### config.mk
export PLATFORM = sky130hd
export DESIGN_NAME = halton_point_generator
export DESIGN_NICKNAME = d
export VERILOG_FILES = /design/src/hpg_pkg.sv /design/src/hpg_digit_div.sv /design/src/halton_point_generator.sv
export SDC_FILE = /design/constraint.sdc
export NUM_CORES = 2
export LEC_CHECK = 0
export BUFFER_PORTS_ARGS = -buffer_cell sky130_fd_sc_hd__buf_2
export CELL_PAD_IN_SITES_DETAIL_PLACEMENT = 1
export CELL_PAD_IN_SITES_GLOBAL_PLACEMENT = 1
export CORE_MARGIN = 10
export CORE_UTILIZATION = 40
export CTS_CLUSTER_DIAMETER = 200
export DETAILED_ROUTE_END_ITERATION = 12
export HOLD_SLACK_MARGIN = 0.02
export PLACE_DENSITY = 0.66
export SETUP_SLACK_MARGIN = 0.15
export SLEW_MARGIN = 20
export SYNTH_ARGS = -nofsm -noshare
export SYNTH_HDL_FRONTEND = slang
export SYNTH_SLANG_ARGS = --single-unit
### constraint.sdc
create_clock -name clock -period 31.1 [get_ports clock]
set_input_delay 1.555 -clock clock [delete_from_list [all_inputs] [get_ports clock]]
set_output_delay 1.555 -clock clock [all_outputs]
set_load 0.02 [all_outputs]
### src/hpg_pkg.sv
// Shared types and constants of the Halton point generator.
// Used by hpg_digit_div and halton_point_generator; depends on nothing else.
package hpg_pkg;

   localparam int IDX_W      = 31;
   localparam int FRAC_W     = 32;
   localparam int BASE_W     = 8;
   localparam int WORK_W     = 32;
   localparam int ACC_W      = 39;
   localparam int DIV_STEPS  = 8;
   localparam int DIV_CYCLES = WORK_W / DIV_STEPS;
   localparam int DIV_CNT_W  = $clog2(DIV_CYCLES);
   localparam int FRAC_CNT_W = $clog2(FRAC_W);
   localparam int CSR_IDX_W  = 1;

   localparam logic [BASE_W-1:0] MIN_BASE     = BASE_W'(2);
   localparam logic [BASE_W-1:0] BASE_X_RESET = BASE_W'(2);
   localparam logic [BASE_W-1:0] BASE_Y_RESET = BASE_W'(3);

   localparam logic [CSR_IDX_W-1:0] CSR_BASE_X = CSR_IDX_W'(0);
   localparam logic [CSR_IDX_W-1:0] CSR_BASE_Y = CSR_IDX_W'(1);

   typedef struct packed {
      logic [WORK_W-1:0] work;
      logic [BASE_W-1:0] rem;
   } div_state_type;

   typedef enum logic [4:0] {
      ST_IDLE = 5'b00001,
      ST_DIV  = 5'b00010,
      ST_ACC  = 5'b00100,
      ST_FRAC = 5'b01000,
      ST_DONE = 5'b10000
   } state_type;

endpackage

### src/hpg_digit_div.sv
// Eight steps of restoring division of the working index by the current base.
// Depends on hpg_pkg for widths and the divider state type.
module hpg_digit_div (
   input  hpg_pkg::div_state_type        cur_i,
   input  logic [hpg_pkg::BASE_W-1:0]    base_i,
   output hpg_pkg::div_state_type        next_o
);

   always_comb begin
      logic [hpg_pkg::BASE_W:0] partial;
      hpg_pkg::div_state_type   st;
      st = cur_i;
      for (int i = 0; i < hpg_pkg::DIV_STEPS; i++) begin
         partial = {st.rem, st.work[hpg_pkg::WORK_W-1]};
         if (partial >= {1'b0, base_i}) begin
            st.rem  = hpg_pkg::BASE_W'(partial - {1'b0, base_i});
            st.work = {st.work[hpg_pkg::WORK_W-2:0], 1'b1};
         end else begin
            st.rem  = partial[hpg_pkg::BASE_W-1:0];
            st.work = {st.work[hpg_pkg::WORK_W-2:0], 1'b0};
         end
      end
      next_o = st;
   end

endmodule

### src/halton_point_generator.sv
// Top level of the Halton point generator: sequencer, accumulators and ports.
// Depends on hpg_pkg and hpg_digit_div.
//
// Each accepted word yields one 2D point whose coordinates are the radical
// inverses of the sample index in base_x and base_y, as unsigned 0.32
// fractions rounded down; a base register below two acts as base two. The
// coordinates are computed one after the other by one shared datapath. For
// each digit of the index in its base, the eight-step divider passes over the
// whole working index and then one multiply and add step follows; then the 32
// fraction bits come from one-bit long division. The block takes a new word
// once the previous one has reached the result register, even if that result
// is still waiting.
module halton_point_generator (
   input  logic                            clock,
   input  logic                            reset,
   input  logic                            req_valid,
   output logic                            req_ready,
   input  logic [hpg_pkg::IDX_W-1:0]       req_sample_index,
   output logic                            rsp_valid,
   input  logic                            rsp_ready,
   output logic [hpg_pkg::FRAC_W-1:0]      rsp_coord_x,
   output logic [hpg_pkg::FRAC_W-1:0]      rsp_coord_y,
   input  logic                            csr_we,
   input  logic [hpg_pkg::CSR_IDX_W-1:0]   csr_index,
   input  logic [hpg_pkg::BASE_W-1:0]      csr_wdata
);

   hpg_pkg::state_type              state_ff, state_in;
   logic [hpg_pkg::BASE_W-1:0]      base_x_ff, base_y_ff;
   logic [hpg_pkg::BASE_W-1:0]      base_ff, base_in;
   logic [hpg_pkg::IDX_W-1:0]       in_idx_ff, in_idx_in;
   logic                            coord_sel_ff, coord_sel_in;
   hpg_pkg::div_state_type          div_ff, div_in, div_step;
   logic [hpg_pkg::DIV_CNT_W-1:0]   div_cnt_ff, div_cnt_in;
   logic [hpg_pkg::ACC_W-1:0]       num_ff, num_in;
   logic [hpg_pkg::ACC_W-1:0]       den_ff, den_in;
   logic [hpg_pkg::FRAC_W-1:0]      frac_ff, frac_in;
   logic [hpg_pkg::FRAC_CNT_W-1:0]  frac_cnt_ff, frac_cnt_in;
   logic [hpg_pkg::FRAC_W-1:0]      cx_ff, cx_in;
   logic                            rsp_valid_ff, rsp_valid_in;
   logic [hpg_pkg::FRAC_W-1:0]      rsp_x_ff, rsp_x_in;
   logic [hpg_pkg::FRAC_W-1:0]      rsp_y_ff, rsp_y_in;

   logic                            start_y;
   logic [hpg_pkg::BASE_W-1:0]      sel_base_raw, start_base;
   logic [hpg_pkg::IDX_W-1:0]       start_idx;
   logic [hpg_pkg::ACC_W+hpg_pkg::BASE_W-1:0] num_prod, den_prod;
   logic [hpg_pkg::ACC_W:0]         frac_shift, frac_diff;
   logic                            frac_ge;
   logic                            frac_last;
   logic                            out_free;

   hpg_digit_div u_digit_div (
      .cur_i  (div_ff),
      .base_i (base_ff),
      .next_o (div_step)
   );

   assign start_y      = (state_ff == hpg_pkg::ST_FRAC);
   assign sel_base_raw = start_y ? base_y_ff : base_x_ff;
   assign start_base   = (sel_base_raw < hpg_pkg::MIN_BASE) ? hpg_pkg::MIN_BASE : sel_base_raw;
   assign start_idx    = start_y ? in_idx_ff : req_sample_index;

   assign num_prod = num_ff * base_ff;
   assign den_prod = den_ff * base_ff;

   assign frac_shift = {num_ff, 1'b0};
   assign frac_ge    = (frac_shift >= {1'b0, den_ff});
   assign frac_diff  = frac_shift - {1'b0, den_ff};
   assign frac_last  = (frac_cnt_ff == hpg_pkg::FRAC_CNT_W'(hpg_pkg::FRAC_W - 1));

   assign out_free = !rsp_valid_ff || rsp_ready;

   always_comb begin
      state_in     = state_ff;
      base_in      = base_ff;
      in_idx_in    = in_idx_ff;
      coord_sel_in = coord_sel_ff;
      div_in       = div_ff;
      div_cnt_in   = div_cnt_ff;
      num_in       = num_ff;
      den_in       = den_ff;
      frac_in      = frac_ff;
      frac_cnt_in  = frac_cnt_ff;
      cx_in        = cx_ff;
      rsp_x_in     = rsp_x_ff;
      rsp_y_in     = rsp_y_ff;
      rsp_valid_in = rsp_valid_ff && !rsp_ready;

      unique case (state_ff)
         hpg_pkg::ST_IDLE: begin
            if (req_valid) begin
               in_idx_in    = req_sample_index;
               coord_sel_in = 1'b0;
               base_in      = start_base;
               div_in.work  = {1'b0, start_idx};
               div_in.rem   = '0;
               div_cnt_in   = '0;
               num_in       = '0;
               den_in       = hpg_pkg::ACC_W'(1);
               frac_in      = '0;
               frac_cnt_in  = '0;
               state_in     = (start_idx == '0) ? hpg_pkg::ST_FRAC : hpg_pkg::ST_DIV;
            end
         end
         hpg_pkg::ST_DIV: begin
            div_in     = div_step;
            div_cnt_in = div_cnt_ff + hpg_pkg::DIV_CNT_W'(1);
            if (div_cnt_ff == hpg_pkg::DIV_CNT_W'(hpg_pkg::DIV_CYCLES - 1)) begin
               state_in = hpg_pkg::ST_ACC;
            end
         end
         hpg_pkg::ST_ACC: begin
            num_in     = num_prod[hpg_pkg::ACC_W-1:0] + hpg_pkg::ACC_W'(div_ff.rem);
            den_in     = den_prod[hpg_pkg::ACC_W-1:0];
            div_in.rem = '0;
            div_cnt_in = '0;
            frac_in    = '0;
            frac_cnt_in = '0;
            state_in   = (div_ff.work == '0) ? hpg_pkg::ST_FRAC : hpg_pkg::ST_DIV;
         end
         hpg_pkg::ST_FRAC: begin
            num_in      = frac_ge ? frac_diff[hpg_pkg::ACC_W-1:0]
                                  : frac_shift[hpg_pkg::ACC_W-1:0];
            frac_in     = {frac_ff[hpg_pkg::FRAC_W-2:0], frac_ge};
            frac_cnt_in = frac_cnt_ff + hpg_pkg::FRAC_CNT_W'(1);
            if (frac_last) begin
               if (!coord_sel_ff) begin
                  cx_in        = {frac_ff[hpg_pkg::FRAC_W-2:0], frac_ge};
                  coord_sel_in = 1'b1;
                  base_in      = start_base;
                  div_in.work  = {1'b0, start_idx};
                  div_in.rem   = '0;
                  div_cnt_in   = '0;
                  num_in       = '0;
                  den_in       = hpg_pkg::ACC_W'(1);
                  frac_in      = '0;
                  frac_cnt_in  = '0;
                  state_in     = (start_idx == '0) ? hpg_pkg::ST_FRAC : hpg_pkg::ST_DIV;
               end else begin
                  state_in = hpg_pkg::ST_DONE;
               end
            end
         end
         hpg_pkg::ST_DONE: begin
            if (out_free) begin
               rsp_x_in     = cx_ff;
               rsp_y_in     = frac_ff;
               rsp_valid_in = 1'b1;
               state_in     = hpg_pkg::ST_IDLE;
            end
         end
         default: begin
            state_in = hpg_pkg::ST_IDLE;
         end
      endcase
   end

   always_ff @(posedge clock) begin
      if (reset) begin
         state_ff     <= hpg_pkg::ST_IDLE;
         rsp_valid_ff <= 1'b0;
         base_x_ff    <= hpg_pkg::BASE_X_RESET;
         base_y_ff    <= hpg_pkg::BASE_Y_RESET;
      end else begin
         state_ff     <= state_in;
         rsp_valid_ff <= rsp_valid_in;
         if (csr_we && (csr_index == hpg_pkg::CSR_BASE_X)) begin
            base_x_ff <= csr_wdata;
         end
         if (csr_we && (csr_index == hpg_pkg::CSR_BASE_Y)) begin
            base_y_ff <= csr_wdata;
         end
      end
   end

   always_ff @(posedge clock) begin
      base_ff      <= base_in;
      in_idx_ff    <= in_idx_in;
      coord_sel_ff <= coord_sel_in;
      div_ff       <= div_in;
      div_cnt_ff   <= div_cnt_in;
      num_ff       <= num_in;
      den_ff       <= den_in;
      frac_ff      <= frac_in;
      frac_cnt_ff  <= frac_cnt_in;
      cx_ff        <= cx_in;
      rsp_x_ff     <= rsp_x_in;
      rsp_y_ff     <= rsp_y_in;
   end

   assign req_ready   = (state_ff == hpg_pkg::ST_IDLE);
   assign rsp_valid   = rsp_valid_ff;
   assign rsp_coord_x = rsp_x_ff;
   assign rsp_coord_y = rsp_y_ff;

`ifndef NO_ASSERTIONS
   a_accept_starts_work: assert property (@(posedge clock) disable iff (reset)
      (req_valid && req_ready) |=> (state_ff == hpg_pkg::ST_DIV || state_ff == hpg_pkg::ST_FRAC))
      else $error("accepted word did not start digit extraction or fraction division");

   a_frac_below_one: assert property (@(posedge clock) disable iff (reset)
      (state_ff == hpg_pkg::ST_FRAC) |-> (num_ff < den_ff))
      else $error("mirrored digits are not below the base power");

   a_base_legal: assert property (@(posedge clock) disable iff (reset)
      (state_ff == hpg_pkg::ST_DIV) |-> (base_ff >= hpg_pkg::MIN_BASE))
      else $error("divider runs with a base below two");

   a_rsp_from_done: assert property (@(posedge clock) disable iff (reset)
      $rose(rsp_valid_ff) |-> $past(state_ff == hpg_pkg::ST_DONE))
      else $error("result word appeared without a finished point");
`endif

endmodule
==> run summary <==
Status - finished, final reports clean
Primary FF master, synth - edfxtp_1
Slowest stage delay, CP - 0.81 ns
# DRC - 0
Post-DP HPWL - 75600 um
EDFF count, synth - 293
Final worst clock skew - 0.04307 ns
Worst skew pair latency - 0.59 ns
Post-synthesis adder-cell area fraction - 0.3292
CTS HTree Levels - 2
RSZ-0062 raised after global routing - no
Syn Inst Count - 3566
Buffer and inverter count on the worst path - 6
Num ports - 111
Fin crit share - 0.6961
Vias per cell - 5.289
Syn_area_per_cell - 9.489 um^2
Fin Setup TNS - 0 ns
Number of fill cells - 9676
Yosys reg bits - 315
F_max - 46.19 MHz
Largest net degree at the start of global routing - 87
I/O Buffers - 110
Actual slew at the worst max-slew pin - 0.9917 ns
CP Data Required Time - 31.52 ns
Std cell rows - 106
Synthesized Nets - 4254
Max Root-Sink Buffers - 3
CTS tree - yes
Core Region - 83820 um^2
Area of the multi-input gates - 22230 um^2
Clk sinks - 315
Cell variety after synth - 82
CP max-delay cell - o311a_1
Cells after DPL - 4718
Non-filler instance count after layout - 4790
# nets final - 4314
Most frequent CP cell - o21ai_0
Hold-fix buffers, CTS - 0
Global Route Usage Sum - 0.2030
CP arrival - 22.07 ns
Synth warnings - 0
Die height - 310.8 um
Die Width - 310.8 um
Clock Pin Slew Worst Setup and Hold Paths - 0.07 ns
Final Max Tran Viols - 0
Routed via count - 25335
Largest family of logic cells by synthesized area - adder cells
Area of the mapped netlist - 33840 um^2
Hold Crit Class - reg -> reg
First drt pass iteration count - 4
Synth Area in Simple Gates - 0.1665
First-iteration detailed-routing DRC count - 1111
Antenna viol nets, final - 0
Relative slew slack - 0.3305
Initial antenna violation count - 3
GPL Wtd Cong - 0.8483
CP endpoint kind - register
Tmin final - 21.65 ns
Number of global-route vias before repair - 27998
Compound-Gate Fraction of Synth Area - 0.1056
Final setup vio count - 0
Cell family contributing the most delay on the critical path - compound AO/OA/AOI/OAI gates
Fraction of layout cells with a size suffix above 1 - 0.06731
Setup repair bufs after CTS - 0
Critical Path Start Type - register
Ys async rst share - 0
Critical path class - reg -> reg
Post-CTS resize count - 0
Post-synthesis mux area share - 0.01272
Final Hold Viols - 0
Die ar. - 96620 um^2
Worst-path maximum fanout - 39
Routed WL per cell - 20.41 um
Area share of xor/xnor cells in the synthesized design - 0.04038
Synthesis-to-finish area growth - 9.348%
Global-route wire length before repair - 157900 um
Starting density of the core - 0.4037
Post-detailed-routing wire length - 97740 um
Total grt overflow - 0
Sequential share of the synthesized area - 0.2730
Root buf cell - clkbuf_16
Max Cap Violations - 0
Total CTS buffers - 39
Storage cell area - 9239 um^2
-- registers in the layout, indices dropped and copies added, names as in the netlist --
name and cells:
rsp_coord_x 32, den_ff 39, div_cnt_ff 2, coord_sel_ff 1, frac_ff 32, cx_ff 32
base_ff 8, in_idx_ff 31, num_ff 39, rsp_coord_y 32, base_y_ff 8, rsp_valid 1
base_x_ff 8, frac_cnt_ff 5, div_ff 40, state_ff 5
-- Yosys cell counts, types with 5 or more instances --
master     count  area share
and3_1        48      0.0089
buf_1          7     0.00078
o22ai_1       20      0.0037
a21oi_1      140       0.021
fa_1         412        0.24
a21boi_0       6      0.0013
a31oi_1       43      0.0080
nor2b_1       31      0.0057
or2_2          5     0.00092
nor4_1        24      0.0044
o21a_1        21      0.0047
o311a_1        5      0.0015
and2_1       182       0.034
o211ai_1      22      0.0049
o21bai_1      19      0.0042
o311ai_0       9      0.0023
nand3_1       33      0.0049
o221ai_1       6      0.0016
inv_1        517       0.057
a41oi_1        6      0.0016
xnor2_1      101       0.026
a21o_1        78       0.017
ha_1         231       0.085
dfxtp_1       22       0.013
a2111oi_0      6      0.0016
o31ai_1        9      0.0020
nand3b_1      12      0.0027
clkbuf_1     111       0.012
a211oi_1      11      0.0024
a22oi_1        5      0.0011
nor3_1        32      0.0047
mux2i_1       25      0.0074
nand4_1       24      0.0044
nor2_1       270       0.030
mux2_2        16      0.0053
nand2_1      502       0.056
nand2b_1      30      0.0055
edfxtp_1     293        0.26
o21ai_0      108       0.016
xor2_1        55       0.014
or3_1          9      0.0017
-- cells in the final DEF, fill, tap and decap left out, types with 101 or more instances in the layout --
cell type,count
a21oi_1,139
and2_1,182
buf_2,110
nand2_1,502
nor2_1,266
fa_1,412
edfxtp_1,293
o21ai_0,108
xnor2_1,101
inv_1,516
ha_1,231
-- metrics by stage --
step                  util  cell area [um^2]  hold slack, ns  worst slack, ns
global placement    0.4252             35640          0.4021            9.763
CTS                 0.4410             36960          0.4202            9.057
global route        0.4414             37000          0.4303            7.476
finish              0.4414             37000          0.4185            9.452
floorplan                -             33840          0.4003            13.02
detailed placement  0.4254             35660          0.4052            9.155
-- kinds of logic (layout without fill, tap and decap cells) --
group / Yosys count / in the layout
flip-flops: 315 / 315
XOR/XNOR: 156 / 156
multiplexers: 41 / 41
adder cells (fa/ha/maj): 643 / 643
AO/OA/AOI/OAI: 551 / 551
other: 0 / 1
buffers and inverters: 645 / 734
AND/OR/NAND/NOR: 1215 / 1215
-- cell type report --
type | instances | area share
well taps | 1134 | 0.03835
inverters | 521 | 0.05286
clock buffers | 50 | 0.02891
repair buffers | 143 | 0.02313
multi-input cells | 2606 | 0.6007
flip-flops and latches | 315 | 0.2497
diodes | 1 | 0.00006763
clock inverters | 20 | 0.006290
-- final timing paths --
kind,from,endpoint,slack [ns],cells after the start
setup reg to reg,base_ff[3],div_ff[5],9.45,86
hold reg to reg,cx_ff[15],rsp_coord_x[15],0.42,0
setup / recovery,base_ff[3],div_ff[5],9.45,86
hold / removal,cx_ff[15],rsp_coord_x[15],0.42,0
-- layer usage --
| metal | global-route usage | share of wire | vias up |
|---|---|---|---|
| li1 | - | - | 11873 |
| met4 | 0.05465 | 0.025 | 4 |
| met2 | 0.3456 | 0.48 | 356 |
| met1 | 0.2686 | 0.46 | 12988 |
| met3 | 0.02707 | 0.036 | 114 |
| met5 | 0 | 0.00024 | - |
-- worst register-to-register path, delay by kind of cell, from the launching register on --
kind / cells / cell delay (ns)
DFF: 1 / 0.32
AOI/OAI and AO/OA: 54 / 13.12
buffers and inverters: 6 / 1.28
muxes: 2 / 0.92
and+or+nand+nor: 16 / 3.26
adders and majority gates: 8 / 2.56
Power is left out: the tool's default activity adds up to more than one toggle a clock period on the data nets, which glitch-free logic cannot reach.
